$ cat src/sv/art_pkg.sv
// Shared types and constants for the address range table.
// No dependencies; imported by the controller, datapath, top level and checker.
`timescale 1ns / 1ps
`default_nettype none

package art_pkg;

    localparam int ART_TABLE_ENTRIES = 64;
    localparam int ART_DATA_W        = 64;

    typedef enum logic [1:0] {
        STAT_INSERTED  = 2'd0,
        STAT_FOUND     = 2'd1,
        STAT_NOT_FOUND = 2'd2,
        STAT_FULL      = 2'd3
    } t_status;

    typedef enum logic [0:0] {
        ACT_INSERT = 1'b0,
        ACT_LOOKUP = 1'b1
    } t_action;

    typedef enum logic [1:0] {
        S_IDLE,
        S_INSERT,
        S_SCAN
    } t_state;

    // controller -> datapath
    typedef struct packed {
        logic    load;   // capture the input beat, rewind the scan
        logic    wr;     // store the captured range at the fill count
        logic    rd;     // read the entry at the scan index and advance
        logic    resp;   // register a result beat
        t_status code;
    } t_cmd;

    // datapath -> controller
    typedef struct packed {
        logic is_lookup;
        logic full;
        logic idx_end;
        logic hit;
    } t_dp_status;

endpackage

`default_nettype wire

$ cat src/sv/art_ctrl.sv
// Controller state machine for the address range table.
// Depends on art_pkg; drives art_datapath through t_cmd and reads t_dp_status.
`timescale 1ns / 1ps
`default_nettype none

module art_ctrl
    import art_pkg::*;
(
    input  wire logic       i_clk,
    input  wire logic       i_rst_n,
    input  wire logic       i_start,
    input  wire t_dp_status i_stat,
    output t_cmd            o_cmd,
    output logic            o_busy
);

    t_state r_state;
    t_state n_state;

    always_ff @(posedge i_clk) begin
        if (!i_rst_n) begin
            r_state <= S_IDLE;
        end else begin
            r_state <= n_state;
        end
    end

    always_comb begin
        n_state = r_state;
        unique case (r_state)
            S_IDLE: begin
                if (i_start) begin
                    n_state = S_INSERT;
                end
            end
            S_INSERT: begin
                n_state = S_IDLE;
            end
            S_SCAN: begin
                if (i_stat.hit || i_stat.idx_end) begin
                    n_state = S_IDLE;
                end
            end
            default: n_state = S_IDLE;
        endcase
        // lookup is decided in S_INSERT, the cycle after capture
        if (r_state == S_INSERT && i_stat.is_lookup) begin
            n_state = S_SCAN;
        end
    end

    always_comb begin
        o_cmd  = '{load: 1'b0, wr: 1'b0, rd: 1'b0, resp: 1'b0, code: STAT_INSERTED};
        o_busy = 1'b1;
        unique case (r_state)
            S_IDLE: begin
                o_busy     = 1'b0;
                o_cmd.load = i_start;
            end
            S_INSERT: begin
                if (i_stat.is_lookup) begin
                    // first read of the scan
                    o_cmd.rd = !i_stat.idx_end;
                end else begin
                    o_cmd.resp = 1'b1;
                    o_cmd.wr   = !i_stat.full;
                    o_cmd.code = i_stat.full ? STAT_FULL : STAT_INSERTED;
                end
            end
            S_SCAN: begin
                if (i_stat.hit) begin
                    o_cmd.resp = 1'b1;
                    o_cmd.code = STAT_FOUND;
                end else if (i_stat.idx_end) begin
                    o_cmd.resp = 1'b1;
                    o_cmd.code = STAT_NOT_FOUND;
                end else begin
                    o_cmd.rd = 1'b1;
                end
            end
            default: o_busy = 1'b1;
        endcase
    end

endmodule

`default_nettype wire

$ cat config.mk
export PLATFORM = sky130hd
export DESIGN_NAME = art_ctrl
export DESIGN_NICKNAME = d
export VERILOG_FILES = /design/src/sv/art_pkg.sv /design/src/sv/art_ctrl.sv
export SDC_FILE = /design/constraint.sdc
export NUM_CORES = 1
export LEC_CHECK = 0
export ABC_AREA = 1
export BUFFER_PORTS_ARGS = -buffer_cell sky130_fd_sc_hd__buf_2
export CORE_AREA = 5 5 42 44
export CTS_CLUSTER_DIAMETER = 30
export DETAILED_ROUTE_END_ITERATION = 6
export DIE_AREA = 0 0 47 49
export SLEW_MARGIN = 10
export SYNTH_ARGS = -nofsm -noshare
export SYNTH_HDL_FRONTEND = slang
export SYNTH_SLANG_ARGS = --single-unit
$ cat constraint.sdc
create_clock -name i_clk -period 1.86 [get_ports i_clk]
set_input_delay 0.093 -clock i_clk [delete_from_list [all_inputs] [get_ports i_clk]]
set_output_delay 0.093 -clock i_clk [all_outputs]
set_load 0.03 [all_outputs]
## Yosys cells after proc, flatten, opt, wreduce, memory -nomap -nowiden

Index checks and enable logic that the tools add are counted.

| storage, ports and cells | value |
|---|---|
| flip-flop bits (word level) | 2 |
| latch bits | 0 |
| memory bits (writable) | 0 |
| ROM bits | 0 |
| input bits | 7 |
| output and inout port bits | 7 |
| memories kept | 0 |

| cells by class | value |
|---|---|
| add/subtract/negate cells | 0 |
| $mul | 0 |
| div/mod/pow operators | 0 |
| magnitude comparators | 0 |
| equal/unequal tests | 6 |
| shifts and indexed selects | 0 |
| mux-type cells | 16 |
| bitwise operators | 1 |
| reduce and logical (&&, ||, !) cells | 8 |

Operator list:

| cell | count |
|---|---|
| 3-bit 2-to-1 mux | 3 |
| 2-bit 2-to-1 mux | 4 |
| 4-bit case mux with 2 select lines | 1 |
| 1-bit 2-to-1 mux | 7 |
| 3-bit inequality test (second input constant) | 2 |
| 2-bit inequality test (second input constant) | 2 |
| 2-bit case mux with 2 select lines | 1 |
| 2-bit AND reduction | 2 |
| 2-bit by 1-bit equality test with 1-bit output (second input constant) | 1 |
| 2-bit equality test (second input constant) | 1 |
| 1-bit zero test | 2 |
| 2-bit zero test | 1 |
| 2-bit OR reduction | 1 |
| 1-bit logical AND | 1 |
| 1-bit logical OR | 1 |
| 1-bit NOT | 1 |

## Depth between registers and ports, before layout

| depth | value |
|---|---|
| depth in word-level cells | 4 |
| gate-level depth with buffers | 6 |
| gate-level depth less buffers | 6 |

## Worst setup path after synthesis

Ideal clock, no wire load.

| path | value |
|---|---|
| path kind | register -> output |
| start point | register r_state[1] |
| end point | output o_cmd[3] (netlist bit) |
| arrival time | 1307 ps |
| required time | 1767 ps |
| path slack | 460 ps |
| cell stages (with the launch flop) | 6 |
| path buffers | 0 |
| cell sequence | dfxtp_1 -> inv_1 -> ha_1 -> nand2_1 -> or2_0 -> a21oi_1 |

RTL lines:

| item | line | RTL |
|---|---|---|
| start, declared | art_ctrl.sv:17 | `t_state r_state;` |
| start signal, assigned | art_ctrl.sv:24 | `r_state <= n_state;` |
| end, declared | art_ctrl.sv:13 | `output t_cmd o_cmd,` |

==> results.toml <==
[outcome]
outcome = "finished, final reports clean"

[cts]
cts_root_buf = "clkbuf_4"
cts_buffer_depth = 2
post_cts_buffers = 0
holdBufCountCts = 0
tritoncts = "done"
numCtsBuffers = 3
clock-sinks = 2
clk_pin_slew_ns = 0.03
cts_resized = 0
clock_latency_ns = 0.22
htreeDepth = 1

[routing]
drtIter0Drc = 5
dr.pass1.iters = 5
vias = 279
ant_nets = 0
routed_wl_um = 568
avgRoutedWirePerCell_um = 8.232
via_per_inst = 4.043
drcViolationCount = 0

[placed_design]
io_buffers = 13
post-dp-hpwl_um = 506.4
place_congestion = 0.6672
placed_area_um2 = 309.0

[yosys]
synth_edf_count = 0
synthFlopType = "dfxtp_1"
synthTopCellsByCount = "nand2_1 (9), inv_1 (8), a21oi_1 (6)"
synth_top_area_share_pct = 22.35
synthArstFlopShare_pct = 0
syn_nets = 48
netlist_area_um2 = 224.0
synth_top_area_cell = "ha_1"
yosysWarnings = 0
ys_types = 10
syn_inst = 37
synth-seq-cells = 2
yosysSeqAreaShare_pct = 17.88
synth.most_common_cell = "nand2_1"
yosys-top-cells-area = "ha_1 (22%), dfxtp_1 (18%), nand2_1 (15%)"
syn_area_per_cell_um2 = 6.053

[global_route]
grt_max_degree = 5
grtUsageTotal_pct = 5.415
grt_pass1_vias = 234
grt_first_pass_wirelength_um = 834
antenna_found_initial = 0
overflow = 0

[min_path]
whs_endpoint = "r_state[1]$_SDFFE_PN0P_"
hp-class = "primary input to flop"
min_path_cells = 3
hp-start = "i_rst_n"

[layout]
area_growth_pct = 48.04
largest_reg_flops = 2
reg_top3 = "r_state x2"
fillCellCount = 173
drive_above_1_share_pct = 30.19
antenna_cells_inserted = 0
largest_register = "r_state"
final_area_um2 = 331.6
nets = 66

[worst_setup_path]
r2r-end = "r_state[1]$_SDFFE_PN0P_"
critPathCaptureType = "output pin"
critPathMaxFanout = 4
start_kind = "flop"
criticalPathCategory = "flop to output pin"
crit_required_ns = 1.77
r2r-start = "r_state[0]$_SDFFE_PP0P_"
reg2regPathDepth = 6
arrival_ns = 1.45
regToRegSetupSlack_ns = 0.77

[die]
start_util_pct = 15.98
design.core.area_um2 = 1401
ioPinCount = 14
die_w_um = 47
die_y_um = 49
dieArea_um2 = 2303
core.rowCount = 14

[timing]
whs_ns = 0.09976
setup-tns-final_ns = 0
hold_violations = 0
fin_crit_sh_pct = 82.88
max_freq_mhz = 648.7
slew_viol_final = 0
slew_headroom_pct = 90.33
period_needed_ns = 1.542
worstMarginPinSlew_ns = 0.1436
rsz0062_at_grt = "no"
skew_ns = 0.0007570
setup-violations-final = 0

[power]
p_leak_nw = 0.1896
ir_drop_mv = 0.1685
p_per_area_nw_per_um2 = 652.3

[flow_run]
drv_cap = 0
==> final cells by class <==
type                    count  area (um^2)  area share [%]
multi-input cells          27        153.9           46.42
repair buffers             13        65.06           19.62
flip-flops and latches      2        40.04           12.08
inverters                   8        30.03           9.057
clock buffers               3        22.52           6.792
well taps                  16        20.02           6.038
==> stage by stage <==
stage	utilization [%]	setup WS (ns)	instances	total power, mW
6_report	23.66	0.3183	69	0.2163
5_1_grt	23.66	0.2137	69	0.2379
3_5_place_dp	22.05	0.5411	66	0.1245
4_1_cts	23.66	0.2917	69	0.2250
2_1_floorplan	-	0.4596	37	0.09990
3_3_place_gp	22.05	0.5544	66	0.1229
==> cells in the final DEF, fill, tap and decap left out <==
| master | n |
|---|---|
| buf_2 | 13 |
| nand2_1 | 9 |
| inv_1 | 8 |
| a21oi_1 | 6 |
| ha_1 | 4 |
| nor2_1 | 3 |
| clkbuf_4 | 3 |
| nand3_1 | 2 |
| dfxtp_1 | 2 |
| or2_0 | 1 |
| o21ai_0 | 1 |
| nand3b_1 | 1 |
==> cells by family (layout without fill, tap and decap cells) <==
kind of cell / Yosys count / count (layout) / share of synthesized area [%]
and+or+nand+nor: 16 / 16 / 30.73
AOI/OAI and AO/OA: 7 / 7 / 15.64
adders and majority gates: 4 / 4 / 22.35
buffers and inverters: 8 / 24 / 13.41
DFF: 2 / 2 / 17.88
==> per-layer routing <==
metal	GRT usage [%]	vias to the layer above	part of all wire, %
met3	5.535	0	9.5
met5	0	-	0
met4	2.765	0	0
met2	8.824	7	60
li1	-	147	-
met1	3.720	125	30
==> power breakdown <==
group / internal [mW] / leakage (nW) / total (mW) / switching [mW]
Sequential: 0.0469 / 0.0164 / 0.0503 / 0.00342
Clock: 0.0710 / 0.0138 / 0.0938 / 0.0228
Combinational: 0.0245 / 0.159 / 0.0722 / 0.0477
==> worst max-delay path by stage <==
| stage | startpoint | endpoint |
|---|---|---|
| 3_3_place_gp | r_state[1]$_SDFFE_PN0P_ | o_cmd[3] |
| 2_1_floorplan | r_state[1]$_SDFFE_PN0P_ | o_cmd[3] |
| 4_1_cts | r_state[1]$_SDFFE_PN0P_ | o_cmd[3] |
| 3_5_place_dp | r_state[1]$_SDFFE_PN0P_ | o_cmd[3] |
| 6_report | r_state[1]$_SDFFE_PN0P_ | o_cmd[3] |
| 5_1_grt | r_state[1]$_SDFFE_PN0P_ | o_cmd[3] |
==> critical path: stages (launching register included) <==
cell and delay, ns:
dfxtp_1 0.33, inv_1 0.09, ha_1 0.18, nand2_1 0.10, or2_0 0.21, a21oi_1 0.11
buf_2 0.20
(Power assumes the default switching activity.)
